--- src/hdl/cvd_pkg.sv ---
`timescale 1ns / 1ps

package cvd_pkg;

  localparam int unsigned ValueWidth = 64;
  localparam int unsigned LenWidth   = 4;

  localparam logic STATUS_OK        = 1'b0;
  localparam logic STATUS_UNDERFLOW = 1'b1;

  typedef struct packed {
    logic                  produce;
    logic                  status;
    logic [ValueWidth-1:0] value;
  } cvd_result_t;

  // count leading ones of the lead word, plus one
  function automatic logic [LenWidth-1:0] length_of(input logic [7:0] lead);
    logic [LenWidth-1:0] len;
    if (lead < 8'h80)      len = 4'd1;
    else if (lead < 8'hC0) len = 4'd2;
    else if (lead < 8'hE0) len = 4'd3;
    else if (lead < 8'hF0) len = 4'd4;
    else if (lead < 8'hF8) len = 4'd5;
    else if (lead < 8'hFC) len = 4'd6;
    else if (lead < 8'hFE) len = 4'd7;
    else if (lead < 8'hFF) len = 4'd8;
    else                   len = 4'd9;
    return len;
  endfunction

  function automatic logic [ValueWidth-1:0] form_value(
    input logic [7:0]            lead,
    input logic [LenWidth-1:0]   len,
    input logic [ValueWidth-1:0] acc,
    input logic                  long_mode
  );
    logic [ValueWidth-1:0] v;
    if (!long_mode && (len >= 4'd5)) begin
      v = {{32{acc[31]}}, acc[31:0]};
    end else begin
      case (len)
        4'd1:    v = {{57{lead[6]}}, lead[6:0]};
        4'd2:    v = {{50{lead[5]}}, lead[5:0], acc[7:0]};
        4'd3:    v = {{43{lead[4]}}, lead[4:0], acc[15:0]};
        4'd4:    v = {{36{lead[3]}}, lead[3:0], acc[23:0]};
        4'd5:    v = {{29{lead[2]}}, lead[2:0], acc[31:0]};
        4'd6:    v = {{22{lead[1]}}, lead[1:0], acc[39:0]};
        4'd7:    v = {{15{lead[0]}}, lead[0], acc[47:0]};
        4'd8:    v = {{8{acc[55]}}, acc[55:0]};
        default: v = acc;
      endcase
    end
    return v;
  endfunction

endpackage

--- src/hdl/cvd_decode.sv ---
`timescale 1ns / 1ps

module cvd_decode (
  input  logic                 clk,
  input  logic                 rst_n,
  input  logic                 step,
  input  logic [7:0]           data_byte,
  input  logic                 buffer_end,
  input  logic                 long_mode,
  output cvd_pkg::cvd_result_t res
);

  logic [cvd_pkg::LenWidth-1:0]   bytes_seen_r, bytes_seen_nxt;
  logic [cvd_pkg::LenWidth-1:0]   total_length_r, total_length_nxt;
  logic [7:0]                     lead_byte_r, lead_byte_nxt;
  logic [cvd_pkg::ValueWidth-1:0] acc_r, acc_nxt;

  logic [cvd_pkg::LenWidth-1:0]   len_lead;
  logic [cvd_pkg::LenWidth-1:0]   seen_inc;
  logic [cvd_pkg::ValueWidth-1:0] acc_shift;

  always_comb begin
    len_lead         = cvd_pkg::length_of(data_byte);
    seen_inc         = bytes_seen_r + 4'd1;
    acc_shift        = {acc_r[cvd_pkg::ValueWidth-9:0], data_byte};
    bytes_seen_nxt   = bytes_seen_r;
    total_length_nxt = total_length_r;
    lead_byte_nxt    = lead_byte_r;
    acc_nxt          = acc_r;
    res.produce      = 1'b0;
    res.status       = cvd_pkg::STATUS_OK;
    res.value        = '0;
    if (bytes_seen_r == '0) begin
      if (len_lead == 4'd1) begin
        res.produce = 1'b1;
        res.value   = cvd_pkg::form_value(data_byte, 4'd1, '0, long_mode);
      end else if (buffer_end) begin
        res.produce = 1'b1;
        res.status  = cvd_pkg::STATUS_UNDERFLOW;
      end else begin
        bytes_seen_nxt   = 4'd1;
        total_length_nxt = len_lead;
        lead_byte_nxt    = data_byte;
        acc_nxt          = '0;
      end
    end else begin
      if (seen_inc >= total_length_r) begin
        res.produce      = 1'b1;
        res.value        = cvd_pkg::form_value(lead_byte_r, total_length_r, acc_shift,
                                               long_mode);
        bytes_seen_nxt   = '0;
        total_length_nxt = '0;
      end else if (buffer_end) begin
        res.produce      = 1'b1;
        res.status       = cvd_pkg::STATUS_UNDERFLOW;
        bytes_seen_nxt   = '0;
        total_length_nxt = '0;
      end else begin
        bytes_seen_nxt = seen_inc;
        acc_nxt        = acc_shift;
      end
    end
  end

  always_ff @(posedge clk) begin
    if (!rst_n) begin
      bytes_seen_r   <= '0;
      total_length_r <= '0;
    end else if (step) begin
      bytes_seen_r   <= bytes_seen_nxt;
      total_length_r <= total_length_nxt;
    end
  end

  always_ff @(posedge clk) begin
    if (step) begin
      lead_byte_r <= lead_byte_nxt;
      acc_r       <= acc_nxt;
    end
  end

  a_idle_no_len: assert property (@(posedge clk) disable iff (!rst_n)
    (bytes_seen_r == '0) |-> (total_length_r == '0))
    else $error("length held while idle");

  a_seen_below_len: assert property (@(posedge clk) disable iff (!rst_n)
    (bytes_seen_r != '0) |-> (total_length_r >= 4'd2 && bytes_seen_r < total_length_r))
    else $error("byte count past value length");

  a_underflow_zero: assert property (@(posedge clk) disable iff (!rst_n)
    (res.produce && res.status == cvd_pkg::STATUS_UNDERFLOW) |-> (res.value == '0))
    else $error("underflow result carries a value");

endmodule

--- src/hdl/compact_varint_decoder.sv ---
`timescale 1ns / 1ps
// Each word waits in the input register; any result it gives is registered for out_valid.
// Throughput: one word per cycle; in_ready drops only while a result is waiting
//   in the output register and the word in the input register would produce another.
// Reset (rst_n, synchronous, active low): input and output registers empty,
//   decoder idle, long mode on.

module compact_varint_decoder (
  input  logic               clk,
  input  logic               rst_n,
  input  logic               in_valid,
  output logic               in_ready,
  input  logic [7:0]         in_data_byte,
  input  logic               in_buffer_end,
  output logic               out_valid,
  input  logic               out_ready,
  output logic signed [63:0] out_decoded_value,
  output logic               out_status,
  input  logic               cfg_wr_en,
  input  logic               cfg_wr_data
);

  logic                           long_mode_r;
  logic                           s1_valid_r;
  logic [7:0]                     s1_byte_r;
  logic                           s1_end_r;
  logic                           out_valid_r;
  logic [cvd_pkg::ValueWidth-1:0] out_value_r;
  logic                           out_status_r;
  logic                           advance;
  cvd_pkg::cvd_result_t           dec_res;

  cvd_decode u_decode (
    .clk        (clk),
    .rst_n      (rst_n),
    .step       (advance),
    .data_byte  (s1_byte_r),
    .buffer_end (s1_end_r),
    .long_mode  (long_mode_r),
    .res        (dec_res)
  );

  always_comb begin
    advance  = s1_valid_r && (!dec_res.produce || !out_valid_r || out_ready);
    in_ready = !s1_valid_r || advance;
  end

  always_ff @(posedge clk) begin
    if (!rst_n) begin
      long_mode_r <= 1'b1;
    end else if (cfg_wr_en) begin
      long_mode_r <= cfg_wr_data;
    end
  end

  always_ff @(posedge clk) begin
    if (!rst_n) begin
      s1_valid_r <= 1'b0;
    end else if (in_valid && in_ready) begin
      s1_valid_r <= 1'b1;
    end else if (advance) begin
      s1_valid_r <= 1'b0;
    end
  end

  always_ff @(posedge clk) begin
    if (in_valid && in_ready) begin
      s1_byte_r <= in_data_byte;
      s1_end_r  <= in_buffer_end;
    end
  end

  always_ff @(posedge clk) begin
    if (!rst_n) begin
      out_valid_r <= 1'b0;
    end else if (advance && dec_res.produce) begin
      out_valid_r <= 1'b1;
    end else if (out_ready) begin
      out_valid_r <= 1'b0;
    end
  end

  always_ff @(posedge clk) begin
    if (advance && dec_res.produce) begin
      out_value_r  <= dec_res.value;
      out_status_r <= dec_res.status;
    end
  end

  assign out_valid         = out_valid_r;
  assign out_decoded_value = $signed(out_value_r);
  assign out_status        = out_status_r;

  a_ready_only_when_held: assert property (@(posedge clk) disable iff (!rst_n)
    !in_ready |-> (s1_valid_r && out_valid_r && !out_ready))
    else $error("input stalled without a waiting result");

  a_no_overwrite: assert property (@(posedge clk) disable iff (!rst_n)
    (out_valid_r && !out_ready) |=> (out_valid_r && $stable(out_value_r)
                                     && $stable(out_status_r)))
    else $error("waiting result overwritten");

  a_advance_result: assert property (@(posedge clk) disable iff (!rst_n)
    (advance && dec_res.produce) |=> out_valid_r)
    else $error("decoded result lost");

endmodule

--- config.mk ---
export PLATFORM = sky130hd
export DESIGN_NAME = compact_varint_decoder
export DESIGN_NICKNAME = d
export VERILOG_FILES = /design/src/hdl/cvd_pkg.sv /design/src/hdl/cvd_decode.sv /design/src/hdl/compact_varint_decoder.sv
export SDC_FILE = /design/constraint.sdc
export NUM_CORES = 1
export LEC_CHECK = 0
export ABC_CLOCK_PERIOD_IN_PS = 6050
export BUFFER_PORTS_ARGS = -buffer_cell sky130_fd_sc_hd__buf_2
export CAP_MARGIN = 20
export CORE_MARGIN = 2
export CORE_UTILIZATION = 52
export DETAILED_ROUTE_END_ITERATION = 10
export PLACE_DENSITY = 0.82
export SLEW_MARGIN = 30
export SYNTH_ARGS = -nofsm -noshare
export SYNTH_HDL_FRONTEND = slang
export SYNTH_SLANG_ARGS = --single-unit
--- constraint.sdc ---
create_clock -name clk -period 6.05 [get_ports clk]
set_input_delay 0 -clock clk [delete_from_list [all_inputs] [get_ports clk]]
set_output_delay 0 -clock clk [all_outputs]
set_load 0.02 [all_outputs]
Yosys cells after proc, flatten, opt, wreduce, memory -nomap -nowiden
Cells that the tools add are included.

Register bits: 148. Input port bits: 15. Output and inout port bits: 67. Word-level logic and storage cells: 92.

Add/sub/neg operators: 1. Order comparisons: 10. Equal/unequal tests: 12. Muxes and demuxes: 37. Bitwise logic cells: 2. Reductions and logical operators: 19.

Operators by type and width (number): one-hot mux 64 bit (8 select lines) (1); 2-to-1 mux 56 bit (5); 2-to-1 mux 64 bit (3); 2-to-1 mux 4 bit (17); 2-to-1 mux 66 bit (1); less-than comparator 8 bit, second input constant (8); equality test 4 x 3 -> 1 bit, second input constant (4); AND reduction 4 bit (3); 2-to-1 mux 1 bit (9); equality test 4 x 1 -> 1 bit, second input constant (2); equality test 4 x 2 -> 1 bit, second input constant (2); adder 4 x 1 -> 4 bit, second input constant (1); equality test 4 bit, second input constant (1); greater-or-equal comparator 4 x 3 -> 1 bit, second input constant (1); greater-or-equal comparator 4 bit (1); logical AND 1 bit (4); zero test 1 bit (4); zero test 4 bit (1); != test 2 bit, second input constant (2); nonzero test 2 bit (2); logical OR 1 bit (3); AND reduction 3 bit (1); nonzero test 3 bit (1); 2-to-1 mux 2 bit (1); 2 further kinds (3).

Depth between registers and ports, before layout
Gate-level depths: netlist of run 1.

Depth in word-level cells: 19. Gate-level depth with buffers: 9. Gate-level depth less buffers: 8.

Cells and area by module
A second synthesis of run 1 with hierarchy kept.

Cells, all modules: 523. Area, all modules: 6585.1 um^2.

By module, submodules not included: cvd_decode (instances 1, cells each 434, area each 4211.5 um^2, sequential area each 2052.0 um^2); compact_varint_decoder (instances 1, cells each 89, area each 2373.5 um^2, sequential area each 2282.2 um^2).

Worst setup path after synthesis of run 1
Ideal clock, no wire load.

Kind: register to register. From: register u_decode.total_length_r[1] in the netlist's numbering. To: register u_decode.bytes_seen_r[0] in the netlist's numbering. Library setup time: 0.075 ns. Arrival: 6.410 ns. Data required time: 5.975 ns. Slack: -0.435 ns. Cell stages (with the launch flop): 9. Buffers on the path: 2. Clock period less this slack: 6.485 ns. Cells stage by stage: dfxtp_1 -> buf_2 -> buf_2 -> inv_1 -> ha_1 -> a2111oi_4 -> nor3_1 -> nor3_1 -> o221a_2.

Cells in the longest elaborated chain, start to end: 8. Elaborated cells between the ends (all ways): 10. Those cells by class: 1 x order compare; 4 x mux; 5 x reduce/logical.

RTL lines: start: declaration (line cvd_decode.sv:14) `logic [cvd_pkg::LenWidth-1:0] total_length_r, total_length_nxt;`; start signal: assignment (line cvd_decode.sv:71) `total_length_r <= total_length_nxt;`; greater-or-equal comparator 4 bit (*) (line cvd_decode.sv:47) `if (seen_inc >= total_length_r) begin`; 2-to-1 mux 1 bit (line cvd_decode.sv:47); 2-to-1 mux 66 bit (line cvd_decode.sv:33) `if (bytes_seen_r == '0) begin`; zero test 1 bit (line compact_varint_decoder.sv:44) `advance = s1_valid_r && (!dec_res.produce || !out_valid_r || out_ready);`; logical OR 1 bit (2 in a row) (line compact_varint_decoder.sv:44); logical AND 1 bit (line compact_varint_decoder.sv:44); AND reduction 3 bit (no source line); end signal: assignment (line cvd_decode.sv:70) `bytes_seen_r <= bytes_seen_nxt;`; end: declaration (line cvd_decode.sv:13) `logic [cvd_pkg::LenWidth-1:0] bytes_seen_r, bytes_seen_nxt;`.

Every way passes the cells marked *; elsewhere a longest branch is shown, timed or not. A chain may end at the register's enable or synchronous reset.

Worst setup path after layout of run 1
From: register u_decode.total_length_r[1] in the netlist's numbering. To: register out_value_r, in the netlist out_decoded_value[62], enable pin.

Cells in the longest elaborated chain, start to end: 8.

RTL lines: greater-or-equal comparator 4 bit (*) (line cvd_decode.sv:47); 2-to-1 mux 1 bit (*) (line cvd_decode.sv:47); 2-to-1 mux 66 bit (*) (line cvd_decode.sv:33); zero test 1 bit (line compact_varint_decoder.sv:44); logical OR 1 bit (2 in a row) (line compact_varint_decoder.sv:44); logical AND 1 bit (line compact_varint_decoder.sv:44); logical AND 1 bit (*) (line compact_varint_decoder.sv:84) `if (advance && dec_res.produce) begin`; end signal: assignment (line compact_varint_decoder.sv:85) `out_value_r <= dec_res.value;`; end: declaration (line compact_varint_decoder.sv:28) `logic [cvd_pkg::ValueWidth-1:0] out_value_r;`.

Marks and branches as above.

==> results.cfg, run 1 <==
[detailed_routing]
via_count = 4660
drtAntennaViolNets = 0
drc = 0
totalWireLength_um = 14510
firstDrtPassIters = 5
drt-initial-drc-count = 424
avgViaCountPerCell = 5.832
wl_per_cell_um = 18.16

[sta]
drv_slew = 0
finalCritPeriodShare_pct = 66.18
slew_headroom_pct = 36.38
tightest_slew_ps = 953.0
timing.setup.tns_ps = 0
hold_violations = 0
finalSetupViolations = 0
layout_min_cycle_time_ps = 4004
rsz0062_at_grt = false
fmaxAchievable_ghz = 0.2498
skew_ps = 8.662

[clock_network]
numClockSinks = 148
post-cts-setup-buffers = 0
clkLatencyLatePin_ps = 430
cts-resized-gates = 0
cts_max_level = 4
hold_buffers = 17
path_clk_slew_ps = 60
cts_made_buffers = 17
cts_buffer_depth = 2
cts_root_buffer = clkbuf_16
cts_tree = built

[critical_path]
critPathCaptureType = flip-flop
path_max_fanout = 32
crit_arrival_ps = 4080
path_class = reg2reg
required_ps = 6130
cp-start-kind = flip-flop

[grt]
grt_pass1_vias = 4460
grt_start_max_net_pins = 64
antenna_found_initial = 0
grt-ovfl-total = 0
grt_pass1_wl_um = 22740
grt_usage_pct = 22.23

[logic_synthesis]
ys_types = 61
postSynthAreaPerCell_sq_um = 12.62
synthesis.area_sq_mm = 0.006674
ys.flop_type = edfxtp_1
synth_edf_count = 137
yosysWarningCount = 0
ys_seq_area_share_pct = 64.94
netlist_instances = 529
synth-async-reset-ratio_pct = 0
synth.net_count = 550
ys_ff_latch = 148

[min_path]
hold_class = in2reg

[final_layout]
drive_gt1_share_pct = 21.53
fin_cells = 799
multi_input_area_sq_mm = 0.002177
syn_to_final_growth_pct = 19.24
postLayoutCellArea_sq_mm = 0.007958
final_util_pct = 63.32
nFillCells = 933
diodes = 0
fin_nets = 638
seq_area_sq_mm = 0.004334

[die]
rows = 41
pin_count = 82
start_util_pct = 53.10
die_w_um = 117.3
die_h_um = 117.3
core_sq_mm = 0.01257
dieArea_sq_mm = 0.01376

[placement]
place_area_sq_mm = 0.007189
globalplace.congestion = 0.8684
dp_hpwl_um = 9145
numPortBuffers = 81
dp_cells = 752

[power]
p_leak_nw = 2.867
power_density_mw_per_mm2 = 298.4
irDropWorstVdd_v = 0.0002159

[flow_run]
drv_cap = 0

[run_status]
run_status = finished clean
## cell usage after synthesis (2+ instances only)
master,instances,area [sq um]
and2_1,58,362.9
xnor2_1,2,17.52
and3_1,2,12.51
buf_4,2,15.01
a21boi_0,2,15.01
nand3b_1,4,30.03
o21ai_1,9,45.04
buf_1,2,7.510
nor2_1,33,123.9
inv_1,9,33.78
clkbuf_1,22,82.58
mux2i_1,4,40.04
o22ai_1,5,31.28
nand4_1,2,12.51
edfxtp_1,137,4114
nor2b_1,3,18.77
nand2_1,21,78.83
a311o_1,7,70.07
ha_1,6,75.07
nand3_1,23,115.1
o31ai_4,2,42.54
o21ai_0,59,295.3
a221oi_1,8,70.07
a2111oi_4,2,55.05
nor3_1,9,45.04
xor2_1,2,17.52
or3_1,2,12.51
a22o_1,9,78.83
a21o_1,3,22.52
a211oi_1,8,60.06
or2_2,3,18.77
a32oi_1,3,26.28
nand2b_1,3,18.77
o21a_1,2,15.01
a21oi_1,19,95.09
dfxtp_1,11,220.2
buf_2,4,20.02
buf_6,3,33.78
o32ai_1,2,17.52
## metal layers
layer  wire length (um)  vias up  share of wire (%)  GRT usage (%)
li1                   -     2177                  -              -
met2               7313      174                 50          36.63
met5                  0        -                  0              0
met1               5976     2269                 41          27.59
met4                436        0                3.0          11.22
met3                786       40                5.4          5.201
## layout by cell type, fill, tap and decap left out, types with 3 or more instances in the layout
| cell | Yosys | final |
|---|---|---|
| a22o_1 | 9 | 9 |
| o21ai_0 | 59 | 59 |
| dlygate4sd3_1 | 0 | 17 |
| dfxtp_1 | 11 | 11 |
| nor2_1 | 33 | 32 |
| edfxtp_1 | 137 | 137 |
| buf_2 | 4 | 81 |
| clkinvlp_4 | 0 | 3 |
| mux2i_1 | 4 | 4 |
| a21oi_1 | 19 | 19 |
| nand3b_1 | 4 | 4 |
| clkbuf_16 | 0 | 17 |
| buf_4 | 2 | 3 |
| nor2b_1 | 3 | 3 |
| nand2b_1 | 3 | 3 |
| clkinv_1 | 1 | 3 |
| a21o_1 | 3 | 3 |
| a32oi_1 | 3 | 3 |
| nor3_2 | 1 | 3 |
| and2_1 | 58 | 58 |
| nand2_1 | 21 | 20 |
| inv_1 | 9 | 9 |
| bufinv_16 | 0 | 3 |
| nand3_1 | 23 | 23 |
| o22ai_1 | 5 | 5 |
| a211oi_1 | 8 | 8 |
| nor3_1 | 9 | 6 |
| o21ai_1 | 9 | 9 |
| a221oi_1 | 8 | 8 |
| a311o_1 | 7 | 7 |
| ha_1 | 6 | 6 |
| or2_2 | 3 | 3 |
## flip-flops by register name (all words and copies together) (netlist names)
register                 flops
s1_byte_r                    8
u_decode.acc_r              56
u_decode.bytes_seen_r        4
out_status                   1
u_decode.total_length_r      4
out_valid                    1
u_decode.lead_byte_r         7
long_mode_r                  1
out_decoded_value           64
s1_valid_r                   1
s1_end_r                     1
## critical path, cell delays in order, from the launching register on
cell and delay, ps:
dfxtp_1 950, inv_1 350, ha_1 420, a2111oi_4 110, o31ai_1 550, o21ai_0 280, nor2_4 350, buf_16 220
buf_4 380
## metrics by stage
step,power [mW],worst slack (ps),hold WS [ps]
floorplan,1.310,972.7,98.87
finish,2.374,2046,298.3
detailed placement,1.361,1847,178.1
global route,2.441,1769,286.8
global placement,1.355,2029,176.4
CTS,2.377,1789,267.6
## power breakdown
group	total, mW	leakage (nW)	internal (mW)	switching (mW)
registers	1.18	1.37	1.16	0.0218
logic	0.172	1.22	0.0609	0.111
clock network	1.02	0.269	0.635	0.384
## final cells by class
type | instances | area share, %
inverters | 10 | 0.4717
clock inverters | 11 | 1.745
well taps | 172 | 2.704
clock buffers | 18 | 5.393
multi-input cells | 338 | 27.36
repair buffers | 102 | 7.862
flip-flops and latches | 148 | 54.47
## kinds of logic after synthesis
kind of cell             Yosys count  share of synthesized area, %
adder cells (fa/ha/maj)            6                         1.125
XOR/XNOR                           4                        0.5250
AO/OA/AOI/OAI                    152                         15.86
flip-flops                       148                         64.94
buffers and inverters             43                         2.943
multiplexers                       4                        0.5999
AND/OR/NAND/NOR                  172                         14.00
## worst paths after layout
path                                                 start                        to  slack, ps  cells past startpoint
worst max-delay path            u_decode.total_length_r[1]     out_decoded_value[62]       2050                      8
worst min-delay path                         in_buffer_end                  s1_end_r        300                      2
worst max register to register  u_decode.total_length_r[1]     out_decoded_value[62]       2050                      8
worst min register to register    u_decode.bytes_seen_r[1]  u_decode.bytes_seen_r[1]        530                      2
(Power assumes the default switching activity.)
==> run 2: changes to the inputs <==
- ABC_CLOCK_PERIOD_IN_PS: 6050 -> 3670
- clock period: 6.05 -> 3.67 ns (I/O delays scaled with it)
==> run 2 against run 1 <==
- utilization increased by 0.43 points
- clock power up 70%
- wire length rose by 3.7%
- clock skew decreased by 2.1 ps
- design area is 0.68% higher
- register-to-register slack worse by 1600 ps
- worst hold slack worse by 9.3 ps
- maximum frequency up 24%
- worst setup slack lost 1600 ps
- critical path type unchanged
==> results.cfg, run 2 (synthesis gave the netlist of run 1 again) <==
[sta]
layout_min_cycle_time_ps = 3241
finalCritPeriodShare_pct = 88.30
hold_violations = 0
skew_ps = 6.562
timing.setup.tns_ps = 0
drv_slew = 0
rsz0062_at_grt = false
slew_headroom_pct = 37.62
finalSetupViolations = 0
tightest_slew_ps = 935.7
fmaxAchievable_ghz = 0.3086
whs_ps = 289.1

[detailed_routing]
drc = 0
wl_per_cell_um = 18.60
drt-initial-drc-count = 452
via_count = 4778
drtAntennaViolNets = 0
avgViaCountPerCell = 5.906
totalWireLength_um = 15050
firstDrtPassIters = 6

[critical_path]
crit_arrival_ps = 3310
worstSetupEndpoint = out_decoded_value[29]
path_max_fanout = 33
reg2reg_to = out_decoded_value[29]
startpoint = u_decode.total_length_r[3]
timing.rr.start = u_decode.total_length_r[3]
r2r_cells = 8
ff2ff_setup_slack_ps = 430
critPathCaptureType = flip-flop
cp-start-kind = flip-flop
path_class = reg2reg
required_ps = 3740

[final_layout]
diodes = 0
seq_area_sq_mm = 0.004334
postLayoutCellArea_sq_mm = 0.008011
syn_to_final_growth_pct = 20.04
drive_gt1_share_pct = 22.76
fin_cells = 809
layout_commonest_cell = edfxtp_1
multi_input_area_sq_mm = 0.002178
fin_nets = 645
largest_register_ffs = 64
nFillCells = 908
final_cell_mix = edfxtp_1, buf_2, o21ai_0, and2_1, nor2_1

[clock_network]
numClockSinks = 148
clkLatencyLatePin_ps = 430
cts-resized-gates = 0
cts_made_buffers = 17
cts_tree = built
cts_buffer_depth = 2
cts_max_level = 4
path_clk_slew_ps = 60
cts_root_buffer = clkbuf_16

[die]
start_util_pct = 53.10
pin_count = 82
die_h_um = 117.3
dieArea_sq_mm = 0.01376
rows = 41
die_w_um = 117.3
core_sq_mm = 0.01257

[power]
sequentialPowerShare_pct = 49.1
p_sw_mw = 0.8889
p_leak_nw = 2.909
p_comb_share_pct = 7.3
pwr-share-clk_pct = 43.6
irDropWorstVdd_v = 0.0003559
internal_power_mw = 3.076
p_sw_share_pct = 22.42
power_density_mw_per_mm2 = 494.9

[flow_run]
drv_cap = 0

[grt]
grt_start_max_net_pins = 44
grt_usage_pct = 23.03
antenna_found_initial = 0
grt_pass1_vias = 4562
grt_pass1_wl_um = 23300
grt-ovfl-total = 0

[placement]
numPortBuffers = 81
place_area_sq_mm = 0.007261
globalplace.congestion = 0.8700
dp_hpwl_um = 9768
dp_cells = 761

[run_status]
run_status = finished clean

[min_path]
hold_class = in2reg
## run 2: metrics by stage
| stage | setup WS, ps | total power [mW] | util [%] |
|---|---|---|---|
| after floorplan | 1.028 | 2.160 | - |
| after global placement | 712.0 | 2.243 | 57.73 |
| after detailed placement | 596.1 | 2.252 | 57.77 |
| after CTS | 479.2 | 3.974 | 63.74 |
| after global routing | 222.2 | 4.073 | 63.74 |
| final | 429.5 | 3.965 | 63.74 |
## run 2: area by class of cell
type / instances / area share, %
timing repair buffer: 109 / 8.184
sequential: 148 / 54.10
clock inverter: 14 / 2.015
tap: 172 / 2.686
multi-input combinational: 338 / 27.19
clock buffer: 18 / 5.357
inverter: 10 / 0.4685
## run 2: how the worst min path moves through the flow
| stage | to | from | cells past startpoint | slack [ps] |
|---|---|---|---|---|
| finish | s1_byte_r[7] | in_data_byte[7] | 2 | 290 |
| global route | s1_byte_r[7] | in_data_byte[7] | 2 | 280 |
| CTS | s1_byte_r[0] | in_data_byte[0] | 2 | 270 |
| detailed placement | s1_byte_r[5] | in_data_byte[5] | 1 | 180 |
| global placement | s1_byte_r[2] | in_data_byte[2] | 1 | 180 |
| floorplan | s1_byte_r[0] | in_data_byte[0] | 0 | 100 |
## run 2: worst max-delay path, stage by stage, from the launching register on
cell and delay [ps]:
dfxtp_1 510, clkinv_1 340, ha_1 380, o21a_1 110, nor2_1 120, o31ai_1 530, o21ai_0 320, nor2_4 150
buf_4 400
## run 2: power by group through the flow
stage                     Sequential, mW  Clock [mW]  Combinational (mW)
after floorplan                     2.02           0               0.142
after global placement              1.98           0               0.265
after detailed placement            1.98           0               0.271
after CTS                           1.95        1.74               0.288
after global routing                1.95        1.80               0.318
final                               1.95        1.73               0.289
## run 2: layer usage
metal | vias to the layer above | part of all wire, % | track usage [%]
li1 | 2190 | - | -
met1 | 2314 | 40 | 28.45
met2 | 228 | 51 | 38.58
met3 | 46 | 6.7 | 5.510
met4 | 0 | 3.1 | 10.43
met5 | - | 0 | 0
## run 2: timing repair
| action | in CTS | in global routing |
|---|---|---|
| endpoints found under the hold margin | 16 | 0 |
| setup buffers | 0 | 0 |
| hold buffers | 16 | 0 |
